==> config.mk <==
export PLATFORM = sky130hd
export DESIGN_NAME = crc16_checked_frame_extractor
export DESIGN_NICKNAME = d
export VERILOG_FILES = /design/src/rtl/core/crcfx_pkg.sv /design/src/rtl/core/crcfx_front.sv /design/src/rtl/core/crcfx_fifo.sv /design/src/rtl/core/crcfx_back.sv /design/src/rtl/core/crc16_checked_frame_extractor.sv
export SDC_FILE = /design/constraint.sdc
export NUM_CORES = 1
export LEC_CHECK = 0
export ABC_AREA = 1
export CORE_AREA = 5 5 139 141
export CTS_CLUSTER_SIZE = 14
export DETAILED_ROUTE_END_ITERATION = 7
export DIE_AREA = 0 0 144 146
export DONT_BUFFER_PORTS = 1
export PLACE_DENSITY = 0.69
export SETUP_SLACK_MARGIN = 0.3
export SLEW_MARGIN = 40
export SYNTH_ARGS = -nofsm -noshare
export SYNTH_HDL_FRONTEND = slang
export SYNTH_HIERARCHICAL = 1
export SYNTH_SLANG_ARGS = --single-unit
==> constraint.sdc <==
create_clock -name aclk -period 4.1 [get_ports aclk]
set_clock_uncertainty 0.2 [all_clocks]
set_input_delay 0.41 -clock aclk [delete_from_list [all_inputs] [get_ports aclk]]
set_output_delay 0.41 -clock aclk [all_outputs]
set_load 0.05 [all_outputs]
==> src/rtl/core/crcfx_pkg.sv <==
package crcfx_pkg;

    localparam int FIFO_DEPTH = 4;
    localparam int FIFO_AW    = $clog2(FIFO_DEPTH);

    localparam logic [15:0] CRC_INIT = 16'hFFFF;
    localparam logic [15:0] CRC_POLY = 16'hA001;

    // marker + second byte + length byte + two CRC bytes
    localparam logic [8:0] FRAME_OVERHEAD = 9'd5;
    localparam logic [8:0] LEN_BYTE_IDX   = 9'd2;

    localparam logic [0:0] REG_START_MARKER = 1'b0;
    localparam logic [7:0] START_MARKER_RST = 8'hAA;

    typedef enum logic [1:0] {
        KIND_CRC  = 2'd0,   // byte goes through the CRC
        KIND_LOW  = 2'd1,   // received CRC, low byte
        KIND_LAST = 2'd2    // received CRC, high byte, closes the frame
    } byte_kind_t;

    typedef struct packed {
        logic [7:0] data;
        logic [8:0] idx;
        logic [8:0] total_len;
        byte_kind_t kind;
    } fifo_entry_t;

    function automatic logic [15:0] crc16_byte(input logic [15:0] crc_in,
                                               input logic [7:0]  b);
        logic [15:0] c;
        c = crc_in ^ {8'h00, b};
        for (int k = 0; k < 8; k++) begin
            if (c[0]) begin
                c = (c >> 1) ^ CRC_POLY;
            end else begin
                c = c >> 1;
            end
        end
        return c;
    endfunction

endpackage

==> src/rtl/core/crcfx_front.sv <==
module crcfx_front
    import crcfx_pkg::*;
(
    input  logic        aclk,
    input  logic        aresetn,
    input  logic [7:0]  start_marker,
    input  logic        in_xfer,
    input  logic [7:0]  in_byte,
    output logic        push,
    output fifo_entry_t push_entry
);

    logic       in_frame_reg, in_frame_next;
    logic [8:0] byte_count_reg, byte_count_next;
    logic [8:0] total_len_reg, total_len_next;

    logic       take;
    logic [8:0] idx;
    logic [8:0] tl;
    logic [9:0] idx_p2;
    byte_kind_t kind;

    assign take   = in_frame_reg || (in_byte == start_marker);
    assign idx    = in_frame_reg ? byte_count_reg : 9'd0;
    assign idx_p2 = {1'b0, idx} + 10'd2;

    always_comb begin
        if (idx == LEN_BYTE_IDX) begin
            tl = FRAME_OVERHEAD + {1'b0, in_byte};
        end else if (in_frame_reg) begin
            tl = total_len_reg;
        end else begin
            tl = 9'd0;
        end

        if (tl == 9'd0 || idx_p2 < {1'b0, tl}) begin
            kind = KIND_CRC;
        end else if (idx_p2 == {1'b0, tl}) begin
            kind = KIND_LOW;
        end else begin
            kind = KIND_LAST;
        end
    end

    assign push                 = in_xfer && take;
    assign push_entry.data      = in_byte;
    assign push_entry.idx       = idx;
    assign push_entry.total_len = tl;
    assign push_entry.kind      = kind;

    always_comb begin
        in_frame_next   = in_frame_reg;
        byte_count_next = byte_count_reg;
        total_len_next  = total_len_reg;
        if (push) begin
            if (kind == KIND_LAST) begin
                in_frame_next   = 1'b0;
                byte_count_next = 9'd0;
                total_len_next  = 9'd0;
            end else begin
                in_frame_next   = 1'b1;
                byte_count_next = idx + 9'd1;
                total_len_next  = tl;
            end
        end
    end

    always_ff @(posedge aclk) begin
        if (!aresetn) begin
            in_frame_reg   <= 1'b0;
            byte_count_reg <= 9'd0;
            total_len_reg  <= 9'd0;
        end else begin
            in_frame_reg   <= in_frame_next;
            byte_count_reg <= byte_count_next;
            total_len_reg  <= total_len_next;
        end
    end

    a_hunt_clean: assert property (@(posedge aclk) disable iff (!aresetn)
        !in_frame_reg |-> (byte_count_reg == 9'd0 && total_len_reg == 9'd0))
        else $error("hunting with stale frame counters");

    a_len_known: assert property (@(posedge aclk) disable iff (!aresetn)
        (in_frame_reg && byte_count_reg > LEN_BYTE_IDX) |-> total_len_reg >= FRAME_OVERHEAD)
        else $error("frame past length byte without a length");

endmodule

==> src/rtl/core/crcfx_fifo.sv <==
module crcfx_fifo
    import crcfx_pkg::*;
(
    input  logic        aclk,
    input  logic        aresetn,
    input  logic        push,
    input  fifo_entry_t push_entry,
    input  logic        pop,
    output fifo_entry_t head,
    output logic        full,
    output logic        empty
);

    fifo_entry_t mem_reg [FIFO_DEPTH];

    logic [FIFO_AW-1:0] wr_ptr_reg, wr_ptr_next;
    logic [FIFO_AW-1:0] rd_ptr_reg, rd_ptr_next;
    logic [FIFO_AW:0]   count_reg, count_next;

    assign full  = (count_reg == (FIFO_AW+1)'(FIFO_DEPTH));
    assign empty = (count_reg == '0);
    assign head  = mem_reg[rd_ptr_reg];

    always_comb begin
        wr_ptr_next = wr_ptr_reg;
        rd_ptr_next = rd_ptr_reg;
        count_next  = count_reg;
        if (push) begin
            wr_ptr_next = wr_ptr_reg + 1'b1;
        end
        if (pop) begin
            rd_ptr_next = rd_ptr_reg + 1'b1;
        end
        if (push && !pop) begin
            count_next = count_reg + 1'b1;
        end else if (pop && !push) begin
            count_next = count_reg - 1'b1;
        end
    end

    always_ff @(posedge aclk) begin
        if (push) begin
            mem_reg[wr_ptr_reg] <= push_entry;
        end
    end

    always_ff @(posedge aclk) begin
        if (!aresetn) begin
            wr_ptr_reg <= '0;
            rd_ptr_reg <= '0;
            count_reg  <= '0;
        end else begin
            wr_ptr_reg <= wr_ptr_next;
            rd_ptr_reg <= rd_ptr_next;
            count_reg  <= count_next;
        end
    end

    a_no_overflow: assert property (@(posedge aclk) disable iff (!aresetn)
        full |-> !push)
        else $error("push into full queue");

    a_no_underflow: assert property (@(posedge aclk) disable iff (!aresetn)
        empty |-> !pop)
        else $error("pop from empty queue");

endmodule

==> src/rtl/core/crcfx_back.sv <==
module crcfx_back
    import crcfx_pkg::*;
(
    input  logic        aclk,
    input  logic        aresetn,
    input  logic        q_empty,
    input  fifo_entry_t q_head,
    output logic        pop,
    output logic        m_tvalid,
    input  logic        m_tready,
    output logic [31:0] m_tdata,
    output logic        m_tlast,
    output logic        m_tuser
);

    logic [15:0] crc_reg, crc_next;
    logic [7:0]  rx_low_reg, rx_low_next;
    logic        valid_reg, valid_next;
    logic [7:0]  byte_reg;
    logic [8:0]  idx_reg;
    logic [8:0]  len_reg;
    logic        last_reg;
    logic        ok_reg;
    logic        is_last;
    logic        ok;

    assign pop     = !q_empty && (!valid_reg || m_tready);
    assign is_last = (q_head.kind == KIND_LAST);
    assign ok      = is_last && ({q_head.data, rx_low_reg} == crc_reg);

    always_comb begin
        crc_next    = crc_reg;
        rx_low_next = rx_low_reg;
        valid_next  = valid_reg;
        if (m_tready) begin
            valid_next = 1'b0;
        end
        if (pop) begin
            valid_next = 1'b1;
            case (q_head.kind)
                KIND_CRC:  crc_next = crc16_byte(crc_reg, q_head.data);
                KIND_LOW:  rx_low_next = q_head.data;
                KIND_LAST: begin
                    crc_next    = CRC_INIT;
                    rx_low_next = 8'h00;
                end
                default:   crc_next = crc_reg;
            endcase
        end
    end

    always_ff @(posedge aclk) begin
        if (!aresetn) begin
            crc_reg    <= CRC_INIT;
            rx_low_reg <= 8'h00;
            valid_reg  <= 1'b0;
        end else begin
            crc_reg    <= crc_next;
            rx_low_reg <= rx_low_next;
            valid_reg  <= valid_next;
        end
    end

    always_ff @(posedge aclk) begin
        if (pop) begin
            byte_reg <= q_head.data;
            idx_reg  <= q_head.idx;
            len_reg  <= q_head.total_len;
            last_reg <= is_last;
            ok_reg   <= ok;
        end
    end

    assign m_tvalid = valid_reg;
    assign m_tdata  = {6'd0, len_reg, idx_reg, byte_reg};
    assign m_tlast  = last_reg;
    assign m_tuser  = ok_reg;

    a_ok_on_last: assert property (@(posedge aclk) disable iff (!aresetn)
        (valid_reg && ok_reg) |-> last_reg)
        else $error("crc_ok outside the final byte");

    a_last_index: assert property (@(posedge aclk) disable iff (!aresetn)
        (valid_reg && last_reg) |-> (len_reg == idx_reg + 9'd1))
        else $error("last byte index does not match frame length");

endmodule

==> src/rtl/core/crc16_checked_frame_extractor.sv <==
// Checked frame receiver, CRC-16 Modbus style (poly 0xA001, init 0xFFFF).
// Input stream s_*: one received byte per transfer. While hunting, bytes are
// dropped until one equals start_marker; that byte is index 0, byte 2 holds
// the payload length L, and the frame runs 3 + L + 2 bytes.
// Output stream m_*: one transfer per frame byte with its index and the
// frame length (0 until the length byte is seen). tlast marks the final CRC
// byte, tuser on it is 1 when the received little-endian CRC matches.
// APB port: register 0 (address 0) is start_marker, reset 0xAA.
// Throughput: one byte per cycle, sustained while m_tready stays high. A byte
// passes from s_* through the combinational front classifier into a
// 4-entry queue, then through the CRC back end into the output register.
// When m_tready stays low the queue fills and s_tready drops after four
// more bytes; nothing is lost. s_tready may also drop briefly while the
// queue is full even for bytes that would be dropped while hunting.
// Reset (aresetn low, synchronous) clears the queue and output valid,
// returns to hunting and restores the marker and CRC state.
module crc16_checked_frame_extractor
    import crcfx_pkg::*;
(
    input  logic        aclk,
    input  logic        aresetn,
    input  logic        s_tvalid,
    output logic        s_tready,
    input  logic [7:0]  s_tdata,    // [7:0] rx_byte
    output logic        m_tvalid,
    input  logic        m_tready,
    output logic [31:0] m_tdata,    // [7:0] frame_byte, [16:8] byte_index,
                                    // [25:17] frame_length, [31:26] zero
    output logic        m_tlast,    // last_byte
    output logic        m_tuser,    // crc_ok
    input  logic        psel,
    input  logic        penable,
    input  logic        pwrite,
    input  logic [2:0]  paddr,
    input  logic [31:0] pwdata,
    output logic [31:0] prdata,
    output logic        pready
);

    logic [7:0]  marker_reg, marker_next;
    logic        reg_hit;
    logic        in_xfer;
    logic        push;
    logic        pop;
    logic        q_full;
    logic        q_empty;
    fifo_entry_t push_entry;
    fifo_entry_t q_head;

    assign pready  = 1'b1;
    assign reg_hit = (paddr[2] == REG_START_MARKER);
    assign prdata  = reg_hit ? {24'd0, marker_reg} : 32'd0;

    always_comb begin
        marker_next = marker_reg;
        if (psel && penable && pwrite && pready && reg_hit && paddr[1:0] == 2'b00) begin
            marker_next = pwdata[7:0];
        end
    end

    always_ff @(posedge aclk) begin
        if (!aresetn) begin
            marker_reg <= START_MARKER_RST;
        end else begin
            marker_reg <= marker_next;
        end
    end

    assign s_tready = !q_full;
    assign in_xfer  = s_tvalid && s_tready;

    crcfx_front u_front (
        .aclk         (aclk),
        .aresetn      (aresetn),
        .start_marker (marker_reg),
        .in_xfer      (in_xfer),
        .in_byte      (s_tdata),
        .push         (push),
        .push_entry   (push_entry)
    );

    crcfx_fifo u_fifo (
        .aclk       (aclk),
        .aresetn    (aresetn),
        .push       (push),
        .push_entry (push_entry),
        .pop        (pop),
        .head       (q_head),
        .full       (q_full),
        .empty      (q_empty)
    );

    crcfx_back u_back (
        .aclk     (aclk),
        .aresetn  (aresetn),
        .q_empty  (q_empty),
        .q_head   (q_head),
        .pop      (pop),
        .m_tvalid (m_tvalid),
        .m_tready (m_tready),
        .m_tdata  (m_tdata),
        .m_tlast  (m_tlast),
        .m_tuser  (m_tuser)
    );

endmodule

==> run summary <==
Hold Vio Cnt, Final = 0
Top cells by area, synth = edfxtp_1 44%, dfxtp_1 13%, nand2_1 7.2%
Startpoint class of the critical path = register
Critical Path RT = 4320 ps
Switching Share = 41.5%
Synthesized area per cell = 9.50 um^2
First-pass GRT wire length = 34.1 mm
TritonCTS clock tree = yes
Gate power share = 31.7%
I/O Buffers = 0
Via density = 5.35
Max IR drop VDD = 0.000676 V
Die width = 144 um
Initial DRC count = 470
Sw power = 0.00313 W
Most used cell, CP = nand2_1
Buf/Inv on CP = 4
MaxCap Viol Count = 0
Crit end category = register
Drt first pass iters = 7
Vias in the first global route = 6542
Area Overhead vs Synth = 10.8%
Number of synthesized register bits = 201
Routed WL = 21.4 mm
Die area = 21000 um^2
Sequential area share after synthesis = 56.2%
Post-synth EDFFs = 140
Dpl hpwl = 13.7 mm
Most frequent cells after synthesis = 185 x nand2_1, 140 x edfxtp_1, 101 x inv_1, 99 x nor2_1, 73 x o21ai_0
Die Ht = 146 um
Slew HR = 41.1%
Top-count cell post-synth = nand2_1
Critical path's largest stage delay = 330 ps
Core Area = 17800 um^2
Remaining global-route overflow = 0
Mapped Area = 9650 um^2
Largest register FFs = 112
Final setup TNS = 0 ps
Worst EP arrival = 3690 ps
Layout cells sized above 1 = 9.95%
Internal Power = 0.00441 W
CP max stage cell = dfxtp_1
WL/cell = 16.7 um
CTS Buf Count = 22
Hold crit path type = in -> reg
Worst-path fanout max = 21
Clk buf depth = 3
Initial antenna violation count = 1
Routed vias = 6877
WS Path Type = reg -> reg
Final Net Count = 1110
Final count of negative-setup-slack endpoints = 0
Largest net degree at the start of global routing = 57
Ys async rst share = 0%
IO Count = 119
Power per Cell Area = 706 nW/um^2
Worst-Margin Slew = 881 ps
Initial core utilization = 54.1%
Cell taking the most area after synthesis = edfxtp_1
RSZ-0062 raised after global routing = no
GP Congestion = 0.892
Synthesized instance count = 1015
Reg power frac = 43.0%
Sink Count = 201
Synth unique cells = 45
Critical Path, Cell by Cell = buf_8 -> nand2_1 -> ha_1 -> inv_1 -> a21oi_1 -> nand2_1 -> nor2_4 -> nand2_1 -> nand2_2 -> inv_2 -> ha_1 -> nand4_1 -> nand2b_1 -> nor3b_1 -> o31ai_1 -> nand3_1 -> buf_6 -> nand3_1 -> a21oi_1
Max frequency = 288 MHz
Status = finished, final reports clean
Post-layout util = 59.9%
Cell class contributing the biggest share of worst-path delay = simple AND/OR/NAND/NOR gates
DRC = 0
Fillcell total = 1483
Synth Flop Type = edfxtp_1
Clock slew at reported path FFs = 60 ps
LEAKAGE = 4.42 nW
Yosys top cell area share = 43.6%
Final min period = 3470 ps
Final Cycle Share = 84.7%
Synth Warn # = 6
Final Max Slew Viols = 0
FP Rows = 49
Total GRT Usage = 20.2%
Final ANT Viol Nets = 0
Clock root cell = clkbuf_16
H-tree levels = 1
PnR Total Power = 0.00755 W
Clock Latency Late Sink = 510 ps
Clk pwr share = 25.3%
==> placed cells by master (no fill, tap or decap), types with 4 or more instances in the layout <==
| master | n |
|---|---|
| a211oi_1 | 7 |
| a21oi_1 | 47 |
| buf_4 | 13 |
| clkbuf_1 | 7 |
| clkbuf_16 | 22 |
| clkinv_1 | 5 |
| clkinv_2 | 4 |
| conb_1 | 31 |
| dfxtp_1 | 60 |
| dlygate4sd3_1 | 29 |
| edfxtp_1 | 140 |
| ha_1 | 20 |
| inv_1 | 100 |
| inv_2 | 16 |
| nand2_1 | 184 |
| nand2_2 | 13 |
| nand2_4 | 8 |
| nand3_1 | 43 |
| nand4_1 | 12 |
| nor2_1 | 93 |
| nor2_2 | 7 |
| nor3_1 | 6 |
| o211ai_1 | 6 |
| o21ai_0 | 73 |
| o21ai_1 | 16 |
| o22ai_1 | 35 |
| xnor2_1 | 4 |
| xor2_1 | 20 |
==> metal layers <==
metal / global-route usage (%) / part of all wire, % / wire [um]
met1: 26.3 / 43 / 9110
met2: 34.6 / 50 / 10600
met3: 3.75 / 6.1 / 1310
met4: 5.27 / 1.8 / 383
met5: 0 / 0 / 0
==> logic make-up (layout without fill, tap and decap cells) <==
kind of cell	after synthesis	in the layout	share of synthesized area, %
AO/OA/AOI/OAI	190	190	10.8
adder cells (fa/ha/maj)	21	21	2.80
flip-flops	201	201	56.2
other	3	32	0.117
buffers and inverters	193	205	9.94
XOR/XNOR	25	25	2.35
AND/OR/NAND/NOR	382	382	17.8
==> worst min-delay path, cell delays in order <==
cell and delay, ps:
nor2_4 40, nand3_4 120, nand2_1 50, inv_1 40
nor2_1 30
==> cell type report <==
class                           instances  area [um^2]  area share (%)
Sequential cell                       201         5430            50.8
Multi-Input combinational cell        649         3390            31.8
Clock buffer                           30          591            5.53
Inverter                              120          452            4.23
Timing Repair Buffer                   45          419            3.92
Tap cell                              229          287            2.68
Clock inverter                         10          114            1.07
Antenna cell                            1         2.50          0.0234
==> repair_timing <==
item,CTS,global route
resized for setup,0,6
hold endpoints to repair,59,0
hold buffers,30,0
setup endpoints to repair,0,19
setup buffers,0,1
==> power by group through the flow <==
stage | clock (W) | combinational [W] | sequential (W)
after floorplan | 0 | 0.00191 | 0.00323
after global placement | 0 | 0.00229 | 0.00329
after detailed placement | 0 | 0.00235 | 0.00329
after CTS | 0.00195 | 0.00238 | 0.00326
after global routing | 0.00204 | 0.00268 | 0.00328
final | 0.00191 | 0.00239 | 0.00325
==> stage by stage <==
stage | instance area, um^2 | cells | setup WS [ps] | hold WS, ps
3_5_place_dp | 9640 | 1213 | 486 | 232
5_1_grt | 10700 | 1284 | 342 | 67.8
6_report | 10700 | 1285 | 625 | 36.7
3_3_place_gp | 9640 | 1213 | 579 | 223
4_1_cts | 10600 | 1283 | 438 | 19.8
2_1_floorplan | 9750 | 1043 | 627 | 212
==> worst paths after layout <==
path	depth (start not counted)	from	to	slack, ps
worst max-delay path	19	u_front/in_frame_reg	u_front/total_len_reg[1]	630
worst min-delay path	5	paddr[0]	marker_reg[0]	40
worst max register to register	19	u_front/in_frame_reg	u_front/total_len_reg[1]	630
worst min register to register	1	u_fifo/rd_ptr_reg[1]	u_fifo/rd_ptr_reg[1]	250
Power figures use the tool's default switching activity.
